## src/sv/chm_pkg.sv

```systemverilog
package chm_pkg;

	localparam int MAX_BUCKETS  = 1024;
	localparam int POOL_ENTRIES = 4096;
	localparam int BKT_W        = $clog2(MAX_BUCKETS);
	localparam int SLOT_W       = $clog2(POOL_ENTRIES);
	localparam int LINK_W       = SLOT_W + 1;
	localparam int CFG_W        = 11;
	localparam int KEY_W        = 32;
	localparam int VAL_W        = 32;
	localparam int Q_DEPTH      = 2;
	localparam int MOD_STEPS    = 4;

	localparam logic [LINK_W-1:0] NULL_LINK = LINK_W'(POOL_ENTRIES);

	localparam logic [1:0] FUNC_FIND   = 2'd0;
	localparam logic [1:0] FUNC_INSERT = 2'd1;
	localparam logic [1:0] FUNC_DELETE = 2'd2;
	localparam logic [1:0] FUNC_CLEAR  = 2'd3;

	localparam logic [1:0] ST_OK       = 2'd0;
	localparam logic [1:0] ST_NOTFOUND = 2'd1;
	localparam logic [1:0] ST_FULL     = 2'd2;

	typedef struct packed {
		logic [1:0]              func;
		logic [KEY_W-1:0]        key;
		logic signed [VAL_W-1:0] value;
		logic [BKT_W-1:0]        bucket;
	} chm_item_t;

endpackage

```

## src/sv/chm_if.sv

```systemverilog
interface chm_req_if;
	logic                                     valid;
	logic                                     ready;
	logic [1:0]                               func;
	logic [chm_pkg::KEY_W-1:0]                key;
	logic signed [chm_pkg::VAL_W-1:0]         value;

	modport source (output valid, func, key, value, input ready);
	modport sink (input valid, func, key, value, output ready);
endinterface


```

## src/sv/chm_front.sv

```systemverilog
module chm_front (
	input  logic                        clk,
	input  logic                        arst_n,
	chm_req_if.sink                     req,
	input  logic [chm_pkg::CFG_W-1:0]   bucket_count,
	output logic                        push,
	output chm_pkg::chm_item_t          push_item,
	input  logic                        q_full
);

	logic                        busy_q;
	logic                        done_q;
	logic [2:0]                  cnt_q;
	logic [chm_pkg::BKT_W-1:0]   rem_q;
	logic [chm_pkg::KEY_W-1:0]   sh_q;
	logic [1:0]                  func_q;
	logic [chm_pkg::KEY_W-1:0]   key_q;
	logic signed [chm_pkg::VAL_W-1:0] value_q;
	logic [chm_pkg::CFG_W-1:0]   divisor;
	logic [chm_pkg::BKT_W-1:0]   rem_next;

	// A zero count acts as one bucket, anything above the table size as the full table.
	always_comb begin
		if (bucket_count == '0)
			divisor = chm_pkg::CFG_W'(1);
		else if (bucket_count > chm_pkg::CFG_W'(chm_pkg::MAX_BUCKETS))
			divisor = chm_pkg::CFG_W'(chm_pkg::MAX_BUCKETS);
		else
			divisor = bucket_count;
	end

	// Restoring remainder, several key bits per cycle, most significant first.
	always_comb begin
		logic [chm_pkg::CFG_W-1:0] t;
		t = chm_pkg::CFG_W'(rem_q);
		for (int i = 0; i < chm_pkg::MOD_STEPS; i++) begin
			t = {t[chm_pkg::CFG_W-2:0], sh_q[chm_pkg::KEY_W-1-i]};
			if (t >= divisor)
				t = t - divisor;
		end
		rem_next = t[chm_pkg::BKT_W-1:0];
	end

	assign req.ready = !busy_q;
	assign push      = busy_q && done_q && !q_full;

	always_comb begin
		push_item.func   = func_q;
		push_item.key    = key_q;
		push_item.value  = value_q;
		push_item.bucket = rem_q;
	end

	always_ff @(posedge clk or negedge arst_n) begin
		if (!arst_n) begin
			busy_q <= 1'b0;
			done_q <= 1'b0;
			cnt_q  <= '0;
		end else if (req.valid && req.ready) begin
			busy_q <= 1'b1;
			done_q <= 1'b0;
			cnt_q  <= '0;
		end else if (busy_q && !done_q) begin
			cnt_q <= cnt_q + 3'd1;
			if (cnt_q == 3'(chm_pkg::KEY_W / chm_pkg::MOD_STEPS - 1))
				done_q <= 1'b1;
		end else if (push) begin
			busy_q <= 1'b0;
		end
	end

	always_ff @(posedge clk) begin
		if (req.valid && req.ready) begin
			func_q  <= req.func;
			key_q   <= req.key;
			value_q <= req.value;
			sh_q    <= req.key;
			rem_q   <= '0;
		end else if (busy_q && !done_q) begin
			sh_q  <= sh_q << chm_pkg::MOD_STEPS;
			rem_q <= rem_next;
		end
	end

endmodule

```

## src/flat_wrapper.sv

```systemverilog
// flat-port wrapper written by rule: the top's interface ports become plain ports
module chm_front_flat 
  (clk, arst_n, bucket_count, push, push_item, q_full, req_valid, req_func, req_key, req_value, req_ready);
  chm_req_if req_i ();
  input  logic clk;
  input  logic arst_n;
  input  logic [chm_pkg::CFG_W-1:0] bucket_count;
  output logic push;
  output chm_pkg::chm_item_t push_item;
  input  logic q_full;
  input wire logic [$bits(req_i.valid)-1:0] req_valid;
  input wire logic [$bits(req_i.func)-1:0] req_func;
  input wire logic [$bits(req_i.key)-1:0] req_key;
  input wire logic [$bits(req_i.value)-1:0] req_value;
  output wire logic [$bits(req_i.ready)-1:0] req_ready;
  assign req_i.valid = req_valid;
  assign req_i.func = req_func;
  assign req_i.key = req_key;
  assign req_i.value = req_value;
  assign req_ready = req_i.ready;
  chm_front u_core (.clk(clk), .arst_n(arst_n), .req(req_i), .bucket_count(bucket_count), .push(push), .push_item(push_item), .q_full(q_full));
endmodule
```

## config.mk

```make
export PLATFORM = sky130hd
export DESIGN_NAME = chm_front_flat
export DESIGN_NICKNAME = d
export VERILOG_FILES = /design/src/sv/chm_pkg.sv /design/src/sv/chm_if.sv /design/src/sv/chm_front.sv /design/src/flat_wrapper.sv
export SDC_FILE = /design/constraint.sdc
export NUM_CORES = 1
export LEC_CHECK = 0
export ABC_AREA = 1
export ABC_CLOCK_PERIOD_IN_PS = 7300
export BUFFER_PORTS_ARGS = -buffer_cell sky130_fd_sc_hd__buf_2
export CORE_MARGIN = 4
export CORE_UTILIZATION = 35
export DETAILED_ROUTE_END_ITERATION = 12
export PLACE_DENSITY = 0.59
export SKIP_CTS_REPAIR_TIMING = 1
export SYNTH_ARGS = -nofsm -noshare
export SYNTH_HDL_FRONTEND = slang
export SYNTH_SLANG_ARGS = --single-unit
```

## constraint.sdc

```tcl
create_clock -name clk -period 7.3 [get_ports clk]
set_clock_uncertainty 0.1 [all_clocks]
set_input_delay 1.46 -clock clk [delete_from_list [all_inputs] [get_ports clk]]
set_output_delay 1.46 -clock clk [all_outputs]
set_load 0.02 [all_outputs]
```

==> flow_summary.toml <==
[synthesis]
synth_edf_count = 98
synth_flop_cell = "edfxtp_1"
ys_seq_elements = 113
ys_warn_count = 0
synth_top_area_frac = 0.445
synth_seq_area_share = 0.494
synthArstFlopShare = 0.0442
synth.distinct_cells = 45
synth_cells = 714
syn_area_per_cell_um2 = 9.26
synth_nets = 845
netlist_top_cells_area = "edfxtp_1, nand2_1, ha_1"
netlist.top_cell.by_area = "edfxtp_1"
syn-cell-area_um2 = 6610

[sta]
post-route-period-util = 1.02
setup_viol = 9
timing.hold.ws_ns = 0.402
period_minus_slack_ns = 7.43
rsz0062_at_grt = "true"
maxSlewViolCount = 0
max_freq_ghz = 0.135
slew_headroom = 0.316
hold_viol_final = 0
worst_slack_ns = -0.129
tightest_slew_ns = 1.03

[floorplanning]
rows = 50
die-area_um2 = 21200
fp.dieH_um = 145
coreArea_um2 = 18600
io_pins = 159
start_util = 0.355
die_w_um = 145

[grt]
grt_pass1_vias = 5987
antenna_found_initial = 0
grt_max_degree = 91
grt_use_total = 0.174
grt_pass1_wl_mm = 29.7
gr-total-overflow = 0

[clock_network]
clock-sinks = 113
clockBufferDepth = 2
tritoncts.num_buffers = 17
clk_pin_slew_ns = 0.06
ctsHtreeMaxLevel = 4
cts-root-buf = "clkbuf_16"
cts_tree = "yes"
clock_latency_ns = 0.42

[worst_setup_path]
cp.required_ns = 7.56
critical_path_buf_inv_count = 13
arrival_ns = 7.69
path_delay_family = "simple AND/OR/NAND/NOR gates"
cp-start-kind = "input pin"
cpPeakStageDelay_ns = 0.32
cp-end-kind = "register"
critical_path_class = "input pin to register"
slowest_stage = "ha_1"
crit_cells = 45
cp_max_fo = 8
r2r_cells = 41
r2r_setup_slack_ns = 1.27

[hold_path]
hold_depth = 2
hold_path.class = "register to register"

[routing]
ant_nets = 0
vias = 6191
drc = 0
routed_via_density = 4.78
dr.first_iter.drc_count = 289
wl_per_cell_um = 15.6
drt_first_pass_iters = 5
drt-total-wl_mm = 20.3

[layout]
final_net_count = 1179
final_cells = 1295
final_area_um2 = 10700
fill_cells = 1608
layout-drive-gt1-share = 0.523
n_antenna_cell = 0
area_delta_synth_final_pct = 61.6

[place]
dp.cells = 1240
dp_hpwl_mm = 14.5
io_buffers = 158
post_dp_cell_area_um2 = 8720
gp_congestion = 0.917

[outcome]
violations = "negative setup slack"
status = "finished with violations"

[job]
cap_violations = 0
-- through the flow --
step                       util  TNS [ns]  setup slack [ns]
after floorplan               -         0            0.0375
after global placement    0.468     -9.13            -0.999
after detailed placement  0.468     -8.51            -0.915
after CTS                 0.500     -4.65            -0.528
after global routing      0.573     -3.69            -0.417
final                     0.573    -0.756            -0.129
-- synthesized netlist by cell type (2+ instances only) --
master,n
nand2_4,7
o21ai_1,2
fa_1,4
edfxtp_1,98
nand3b_1,2
a22o_1,2
inv_1,74
clkbuf_8,2
nand3_1,35
xor2_1,11
clkbuf_1,6
dfrtp_1,5
ha_1,46
nor2_1,38
o21bai_1,3
dfxtp_1,10
inv_2,3
a31oi_1,5
o21ai_2,2
nand4_1,6
nand2_2,6
or2_2,2
nand3_2,15
a21oi_1,33
xnor2_1,14
a21o_1,4
o21ai_0,13
nor3_1,3
or2_1,2
a21oi_2,7
nand2_1,240
-- cell usage in the layout, fill, tap and decap left out, types with 12 or more instances in the layout --
master and instances:
nand3_2 19, a21oi_1 16, ha_4 34, buf_2 156, xnor2_1 12, nor2_1 21, nand3_1 25, inv_1 65
a21oi_2 14, clkbuf_16 17, edfxtp_1 98, nand2_2 27, nand2_1 202, buf_6 14, buf_4 152, ha_1 12
nand2_4 22
-- flip-flops by register name, indices dropped and copies added, names as in the netlist --
signal          cells
u_core.sh_q        32
u_core.rem_q       10
u_core.done_q       1
u_core.busy_q       1
u_core.value_q     32
u_core.cnt_q        3
u_core.key_q       32
u_core.func_q       2
-- cell type report --
cell class	instances	area, um2	share of cell area
well taps	234	293	0.0274
flip-flops and latches	113	3270	0.306
inverters	78	303	0.0283
clock inverters	15	174	0.0163
multi-input cells	511	4070	0.381
repair buffers	326	2140	0.201
repair inverters	1	7.51	0.000702
clock buffers	17	425	0.0398
-- per-layer routing --
layer | vias up | global-route usage | wire length [um]
li1 | 3047 | - | -
met1 | 2909 | 0.213 | 8010
met2 | 202 | 0.295 | 10400
met3 | 33 | 0.0557 | 1480
met4 | 0 | 0.0551 | 384
met5 | - | 0 | 0
-- final timing paths --
kind,start,to
worst max-delay path,bucket_count[8],u_core.rem_q[2]$_SDFFE_PP0P_
worst min-delay path,u_core.sh_q[25]$_DFFE_PP_,u_core.sh_q[29]$_DFFE_PP_
worst max register to register,u_core.rem_q[4]$_SDFFE_PP0P_,u_core.rem_q[2]$_SDFFE_PP0P_
worst min register to register,u_core.sh_q[25]$_DFFE_PP_,u_core.sh_q[29]$_DFFE_PP_
max in group asynchronous,arst_n,u_core.cnt_q[2]$_DFFE_PN0P_
min in group asynchronous,arst_n,u_core.cnt_q[1]$_DFFE_PN0P_
-- logic make-up after synthesis --
| group | count (synthesis) | share of synthesized area |
|---|---|---|
| AOI/OAI and AO/OA | 72 | 0.0647 |
| and+or+nand+nor | 364 | 0.250 |
| adders and majority gates | 50 | 0.0992 |
| DFF | 113 | 0.494 |
| xor gates and xnor gates | 25 | 0.0331 |
| buffers and inverters | 90 | 0.0585 |
-- tightest hold or removal path, delay by kind of cell (launching register included) --
family        cells  cell delay [ns]
flops             1             0.31
simple gates      2             0.09
Power is not shown: default switching activity piles up to over one toggle a cycle in this logic, so the estimate is an artifact.
