[config.mk]
export PLATFORM = sky130hd
export DESIGN_NAME = chm_queue
export DESIGN_NICKNAME = d
export VERILOG_FILES = /design/src/sv/chm_pkg.sv /design/src/sv/chm_queue.sv
export SDC_FILE = /design/constraint.sdc
export NUM_CORES = 1
export LEC_CHECK = 0
export ABC_AREA = 1
export BUFFER_PORTS_ARGS = -buffer_cell sky130_fd_sc_hd__buf_2
export CAP_MARGIN = 20
export CORE_MARGIN = 1
export CORE_UTILIZATION = 47
export DETAILED_ROUTE_END_ITERATION = 10
export GPL_ROUTABILITY_DRIVEN = 0
export PLACE_DENSITY = 0.82
export RECOVER_POWER = 50
export SLEW_MARGIN = 40
export SYNTH_ARGS = -nofsm -noshare
export SYNTH_HDL_FRONTEND = slang
export SYNTH_SLANG_ARGS = --single-unit
export TNS_END_PERCENT = 20
[constraint.sdc]
create_clock -name clk -period 5 [get_ports clk]
set_input_delay 1.25 -clock clk [delete_from_list [all_inputs] [get_ports clk]]
set_output_delay 1.25 -clock clk [all_outputs]
set_load 0.01 [all_outputs]
[src/sv/chm_pkg.sv]
package chm_pkg;

	localparam int MAX_BUCKETS  = 1024;
	localparam int POOL_ENTRIES = 4096;
	localparam int BKT_W        = $clog2(MAX_BUCKETS);
	localparam int SLOT_W       = $clog2(POOL_ENTRIES);
	localparam int LINK_W       = SLOT_W + 1;
	localparam int CFG_W        = 11;
	localparam int KEY_W        = 32;
	localparam int VAL_W        = 32;
	localparam int Q_DEPTH      = 2;
	localparam int MOD_STEPS    = 4;

	localparam logic [LINK_W-1:0] NULL_LINK = LINK_W'(POOL_ENTRIES);

	localparam logic [1:0] FUNC_FIND   = 2'd0;
	localparam logic [1:0] FUNC_INSERT = 2'd1;
	localparam logic [1:0] FUNC_DELETE = 2'd2;
	localparam logic [1:0] FUNC_CLEAR  = 2'd3;

	localparam logic [1:0] ST_OK       = 2'd0;
	localparam logic [1:0] ST_NOTFOUND = 2'd1;
	localparam logic [1:0] ST_FULL     = 2'd2;

	typedef struct packed {
		logic [1:0]              func;
		logic [KEY_W-1:0]        key;
		logic signed [VAL_W-1:0] value;
		logic [BKT_W-1:0]        bucket;
	} chm_item_t;

endpackage

[src/sv/chm_queue.sv]
module chm_queue (
	input  logic               clk,
	input  logic               arst_n,
	input  logic               push,
	input  chm_pkg::chm_item_t push_item,
	output logic               full,
	output logic               pop_valid,
	input  logic               pop,
	output chm_pkg::chm_item_t pop_item
);

	localparam int PW = (chm_pkg::Q_DEPTH > 1) ? $clog2(chm_pkg::Q_DEPTH) : 1;

	chm_pkg::chm_item_t                 slots_q [chm_pkg::Q_DEPTH];
	logic [PW-1:0]                      wr_q;
	logic [PW-1:0]                      rd_q;
	logic [$clog2(chm_pkg::Q_DEPTH+1)-1:0] cnt_q;

	assign full      = cnt_q == ($bits(cnt_q))'(chm_pkg::Q_DEPTH);
	assign pop_valid = cnt_q != '0;
	assign pop_item  = slots_q[rd_q];

	always_ff @(posedge clk or negedge arst_n) begin
		if (!arst_n) begin
			wr_q  <= '0;
			rd_q  <= '0;
			cnt_q <= '0;
		end else begin
			if (push)
				wr_q <= (wr_q == PW'(chm_pkg::Q_DEPTH - 1)) ? '0 : wr_q + PW'(1);
			if (pop)
				rd_q <= (rd_q == PW'(chm_pkg::Q_DEPTH - 1)) ? '0 : rd_q + PW'(1);
			if (push && !pop)
				cnt_q <= cnt_q + ($bits(cnt_q))'(1);
			else if (pop && !push)
				cnt_q <= cnt_q - ($bits(cnt_q))'(1);
		end
	end

	always_ff @(posedge clk) begin
		if (push)
			slots_q[wr_q] <= push_item;
	end

endmodule

==> qor.csv, run 1 <==
stage;metric;value;unit
final_layout;commonest non-fill, non-tap cell in the layout;edfxtp_1;
floorplan;DIE HEIGHT;113.3;µm
final_layout;register area;0.004668;mm²
grt;Total GRT Usage;16.03;%
sta;Setup Skew;0.007871;ns
setup_path;critical path required time;3.75;ns
final_layout;Ant. Diodes;0;
grt;GR Overflow Total;0;
final_layout;Layout area overhead;26.39;%
clock_network;Reg clk slew, reported paths;0.06;ns
synthesis;Distinct cells, synth;15;
floorplan;Die ar.;0.01285;mm²
power_and_ir_drop;peak supply drop;0.4639;mV
sta;unrepaired setup endpoints after global routing;no;
worst_hold_path;WHS Path Cells;2;
floorplan;Initial Util;48.31;%
sta;Hold Vio Cnt, Final;0;
setup_path;CP Class;reg -> out;
floorplan;Rows;40;
synthesis;Syn. warnings;0;
outcome;run status;complete, no violations;
setup_path;worst path arrival time;1.98;ns
detailed_routing;First DRT Iteration DRCs;128;
synthesis;Synth Net Count;343;
final_layout;Design Area, Final;0.007365;mm²
clock_network;Root Driver;clkbuf_16;
placement;Post-DP HPWL;6357;µm
setup_path;Worst R2R Setup Slack;2.79;ns
floorplan;boundary pin count;158;
detailed_routing;DR vias/cell;4.767;
setup_path;worst r2r src;wr_q;
setup_path;Critical Path End Type;primary output;
synthesis;sequential element share of the synthesized area;80.05;%
synthesis;flops & latches, synth;156;
detailed_routing;final WL;9630;µm
clock_network;clk sinks;156;
final_layout;commonest non-fill, non-tap cells in the layout;edfxtp_1 (152), buf_2 (118), mux2_2 (46), clkbuf_1 (40), mux2_4 (30);
detailed_routing;DRC viols;0;
final_layout;number of fill cells;898;
synthesis;synthesized instance count;262;
clock_network;clk_lat worst skew;0.42;ns
final_layout;Util after Layout;61.06;%
clock_network;H-tree depth;4;
detailed_routing;Routed wire per std cell;15.66;µm
clock_network;cts bufs inserted;17;
clock_network;cts repair resizes;0;
floorplan;Core Box Area;0.01206;mm²
worst_hold_path;hold_sp;cnt_q[1];
power_and_ir_drop;Cell Pwr Density;573.9;mW/mm²
placement;Port Buffers;157;
worst_hold_path;Hold Path Sink;cnt_q[1];
final_layout;Multi-input gate area;0.001049;mm²
grt;initial antenna violation count;0;
setup_path;Register-to-Register Path Depth;2;
grt;first-pass GRT wire length;15030;µm
synthesis;Mean Syn Cell Area;22.24;µm²
sta;Final period util;64.63;%
power_and_ir_drop;LEAKAGE;2.798;nW
detailed_routing;Routed Antenna Nets;0;
grt;largest net degree at the start of global routing;55;
sta;max frequency;0.3094;GHz
sta;post-layout min period;3.232;ns
detailed_routing;router iterations before antenna repair;4;
setup_path;FF-to-FF End;slots_q[0][61];
clock_network;setup bufs post-CTS;0;
clock_network;worst-case clock buffer depth;2;
setup_path;crit path max fanout;36;
worst_hold_path;min-delay worst type;reg -> reg;
setup_path;startpoint type of the worst setup path;flip-flop;
clock_network;CTS Hold Bufs;0;
sta;WHS;0.4930;ns
placement;placed cell area;0.006819;mm²
sta;Rel. slew slack;7.432;%
floorplan;die width;113.3;µm
sta;Sum Neg Setup Slack;0;ns
final_layout;Layout Nets;515;
clock_network;TritonCTS clock tree;done;
synthesis;Mapped Area;0.005827;mm²
sta;Worst-Margin Slew;1.383;ns
grt;vias in the first global route;3130;
sta;final setup violating endpoints;0;
detailed_routing;routed via count;2932;
final_layout;share of cells above drive strength 1;51.68;%
sta;Final Max Slew Viols;0;
job;reported max-cap violation count;0;
==> registers in the layout (all words and copies together) (netlist names) <==
name	flops
cnt_q	2
wr_q	1
rd_q	1
slots_q	152
==> critical path: stages (launching register included) <==
cell and delay (ns):
dfrtp_4 0.51, buf_12 0.25, buf_12 0.27, mux2_2 0.37, buf_2 0.14
==> cells in the mapped netlist (all sizes together) <==
cell type	count	area share (%)
nand4	1	0.11
nand2	6	0.39
mux2	76	17
nand3	1	0.086
buf	9	1.5
edfxtp	152	78
xnor2	1	0.15
ha	1	0.21
xor2	2	0.30
nor2	2	0.13
inv	7	0.45
dfrtp	4	1.7
==> cell type report <==
| class | instances | share of cell area [%] |
|---|---|---|
| flip-flops and latches | 156 | 63.39 |
| multi-input cells | 90 | 14.24 |
| repair buffers | 162 | 11.30 |
| clock buffers | 22 | 6.575 |
| well taps | 168 | 2.854 |
| clock inverters | 10 | 1.223 |
| inverters | 7 | 0.4247 |
==> cells by family after synthesis <==
logic type / share of synthesized area (%)
DFF: 80.05
muxes: 16.62
buffers and inverters: 1.954
and+or+nand+nor: 0.7086
xor gates and xnor gates: 0.4510
adders and majority gates: 0.2147
==> where the power goes <==
part | internal, mW | switching [mW] | total [mW]
clock network | 0.733 | 0.472 | 1.21
logic | 0.600 | 0.604 | 1.20
registers | 1.74 | 0.0775 | 1.82
==> layer usage <==
metal  share of wire [%]  global-route usage (%)  wire, µm  vias up
met5                   0                       0         0        -
met2                  51                   26.58      4873      110
met1                  42                   18.49      4014     1427
met3                 5.5                   5.356       534       18
met4                 2.2                   8.596       208        0
li1                    -                       -         -     1377
==> stage by stage <==
step / worst slack, ns / power [mW] / instances
final: 1.768 / 4.227 / 615
after global routing: 1.664 / 4.422 / 615
after CTS: 1.710 / 4.280 / 614
after detailed placement: 2.078 / 3.064 / 582
after global placement: 1.951 / 3.003 / 580
after floorplan: 0.01265 / 2.671 / 262
==> worst max-delay path by stage <==
stage | startpoint | end | slack [ns]
finish | rd_q | pop_item[66] | 1.77
CTS | rd_q | pop_item[49] | 1.71
global placement | rd_q | pop_item[57] | 1.95
detailed placement | push | slots_q[0][8] | 2.08
floorplan | push | slots_q[0][0] | 0.01
global route | rd_q | pop_item[66] | 1.66
Power figures use the tool's default switching activity.
==> run 2, diff against run 1 <==
==> constraint.sdc (replaced) <==
create_clock -name clk -period 3.1 [get_ports clk]
set_input_delay 0.775 -clock clk [delete_from_list [all_inputs] [get_ports clk]]
set_output_delay 0.775 -clock clk [all_outputs]
set_load 0.01 [all_outputs]
==> run 2 against run 1 <==
Compared with the run above: highest routed layer unchanged; sequential cell count stayed put; non-clock buffer count stayed put; register-to-register slack worse by 1.9 ns; cell count stayed put; clock power is 66% higher; critical path depth is 1 lower; hold slack worse by 0.29 ns; combinational power is 50% higher; worst setup slack worse by 1.5 ns; power is 62% higher; critical path type unchanged; core utilization is 0.13 points lower; global-route usage is 0.45 points lower.
==> qor.csv, run 2 (synthesis gave the netlist of run 1 again) <==
stage;metric;value;unit;change
final_layout;Layout area overhead;26.11;%;was 26.39%
detailed_routing;DRC viols;0;;unchanged
detailed_routing;Routed Antenna Nets;0;;unchanged
grt;initial antenna violation count;0;;unchanged
sta;Final Max Slew Viols;0;;unchanged
floorplan;boundary pin count;158;;unchanged
clock_network;CTS Hold Bufs;0;;unchanged
detailed_routing;met2 wire length;4702;µm;was 4873 µm
clock_network;clk sinks;156;;unchanged
worst_hold_path;min-delay worst type;in -> async;;was reg -> reg
power_and_ir_drop;Cell Pwr Density;929.6;mW/mm²;was 573.9 mW/mm²
setup_path;crit-path max cell delay;0.82;ns;was 0.51 ns
sta;Worst-Margin Slew;1.071;ns;was 1.383 ns
setup_path;Cell Chain, Critical Path;buf_4 > mux2_2 > buf_2;;was buf_12 > buf_12 > mux2_2 > buf_2
final_layout;Util after Layout;60.92;%;was 61.06%
floorplan;Die ar.;0.01285;mm²;unchanged
detailed_routing;final WL;9373;µm;was 9630 µm
placement;placed cell area;0.006810;mm²;was 0.006819 mm²
job;reported max-cap violation count;0;;unchanged
clock_network;cts bufs inserted;17;;unchanged
detailed_routing;router iterations before antenna repair;4;;unchanged
setup_path;worst path bufs/invs;2;;was 3
sta;unrepaired setup endpoints after global routing;no;;unchanged
sta;Rel. slew slack;28.19;%;was 7.432%
final_layout;Largest Register;slots_q;;unchanged
grt;largest net degree at the start of global routing;55;;unchanged
placement;Post-DP HPWL;6178;µm;was 6357 µm
sta;Final period util;92.80;%;
setup_path;Crit-path slowest cell;dfrtp_4;;unchanged
clock_network;worst-case clock buffer depth;2;;unchanged
clock_network;clk_lat worst skew;0.41;ns;was 0.42 ns
power_and_ir_drop;LEAKAGE;2.830;nW;was 2.798 nW
final_layout;largest registers;slots_q: 152 flops, cnt_q: 2 flops;;unchanged
final_layout;Ant. Diodes;0;;unchanged
clock_network;Root Driver;clkbuf_16;;unchanged
sta;Hold Vio Cnt, Final;0;;unchanged
setup_path;startpoint type of the worst setup path;flip-flop;;unchanged
final_layout;max FFs per register;152;;unchanged
sta;max frequency;0.3476;GHz;
detailed_routing;highest routed metal layer;met4;;unchanged
sta;final setup violating endpoints;0;;unchanged
final_layout;commonest non-fill, non-tap cells in the layout;edfxtp_1 (152), buf_2 (128), mux2_2 (46), clkbuf_1 (32), mux2_4 (30);;was edfxtp_1 (152), buf_2 (118), mux2_2 (46), clkbuf_1 (40), mux2_4 (30)
final_layout;Layout Nets;515;;unchanged
grt;Total GRT Usage;15.58;%;was 16.03%
floorplan;die width;113.3;µm;unchanged
detailed_routing;First DRT Iteration DRCs;167;;was 128
detailed_routing;routed via count;2927;;was 2932
setup_path;Critical Path End Type;primary output;;unchanged
clock_network;setup bufs post-CTS;0;;unchanged
placement;Port Buffers;157;;unchanged
sta;post-layout min period;2.877;ns;
clock_network;Reg clk slew, reported paths;0.06;ns;about the same
floorplan;Core Box Area;0.01206;mm²;unchanged
grt;GR Overflow Total;0;;unchanged
final_layout;commonest non-fill, non-tap cell in the layout;edfxtp_1;;unchanged
setup_path;CP Class;reg -> out;;unchanged
floorplan;Rows;40;;unchanged
setup_path;crit path max fanout;41;;was 36
setup_path;cell family with the largest share of critical-path delay;flip-flops;;was buffers and inverters
final_layout;share of cells above drive strength 1;53.69;%;was 51.68%
setup_path;worst path arrival time;2.10;ns;was 1.98 ns
sta;Setup Skew;0.006439;ns;was 0.007871 ns
floorplan;Initial Util;48.31;%;unchanged
floorplan;DIE HEIGHT;113.3;µm;unchanged
detailed_routing;metal3 WL;584;µm;was 534 µm
clock_network;cts repair resizes;0;;unchanged
detailed_routing;DR vias/cell;4.759;;was 4.767
sta;Sum Neg Setup Slack;0;ns;unchanged
grt;vias in the first global route;3016;;was 3130
setup_path;critical path required time;2.32;ns;was 3.75 ns
detailed_routing;met1 wire length;3932;µm;was 4014 µm
power_and_ir_drop;peak supply drop;0.7280;mV;was 0.4639 mV
outcome;run status;complete, no violations;;unchanged
detailed_routing;Routed wire per std cell;15.24;µm;was 15.66 µm
clock_network;H-tree depth;4;;unchanged
clock_network;TritonCTS clock tree;done;;unchanged
final_layout;Design Area, Final;0.007348;mm²;was 0.007365 mm²
grt;first-pass GRT wire length;14510;µm;was 15030 µm
run 2: worst paths after layout:
kind	start	end	slack, ns	cells past startpoint
min in group clk	cnt_q[1]	cnt_q[1]	0.48	2
hold / removal	arst_n	cnt_q[0]	0.20	1
setup / recovery	rd_q	pop_item[75]	0.22	3
hold reg to reg	cnt_q[1]	cnt_q[1]	0.48	2
max in group asynchronous	arst_n	rd_q	2.66	1
setup reg to reg	wr_q	slots_q[1][19]	0.90	3
run 2: routing by layer:
metal | track usage [%] | vias up
met1 | 18.52 | 1433
met2 | 25.03 | 110
li1 | - | 1370
met3 | 6.052 | 14
met5 | 0 | -
met4 | 7.368 | 0
run 2: through the flow:
stage	hold slack [ns]	total power, mW	std cells	setup slack [ns]
floorplan	0.4417	4.294	262	0.3663
global placement	0.4543	4.868	583	0.6414
detailed placement	0.4741	4.921	583	0.6313
CTS	0.1420	6.941	615	0.1774
global route	0.1868	7.153	615	0.1138
finish	0.2038	6.831	615	0.2232
run 2: final cells by class:
type / count / area, µm²
Timing Repair Buffer: 162 / 809.5
Tap cell: 168 / 210.2
Sequential cell: 156 / 4668
Multi-Input combinational cell: 90 / 1049
Clock inverter: 8 / 92.59
Fill cell: 883 / 4713
Clock buffer: 24 / 491.7
Inverter: 7 / 27.53
run 2: power by group:
part           internal [mW]  leakage [nW]  switching, mW
clock network           1.26         0.290          0.743
registers               2.81          1.47          0.218
logic                  0.935          1.07          0.866
total                   5.01          2.83           1.83
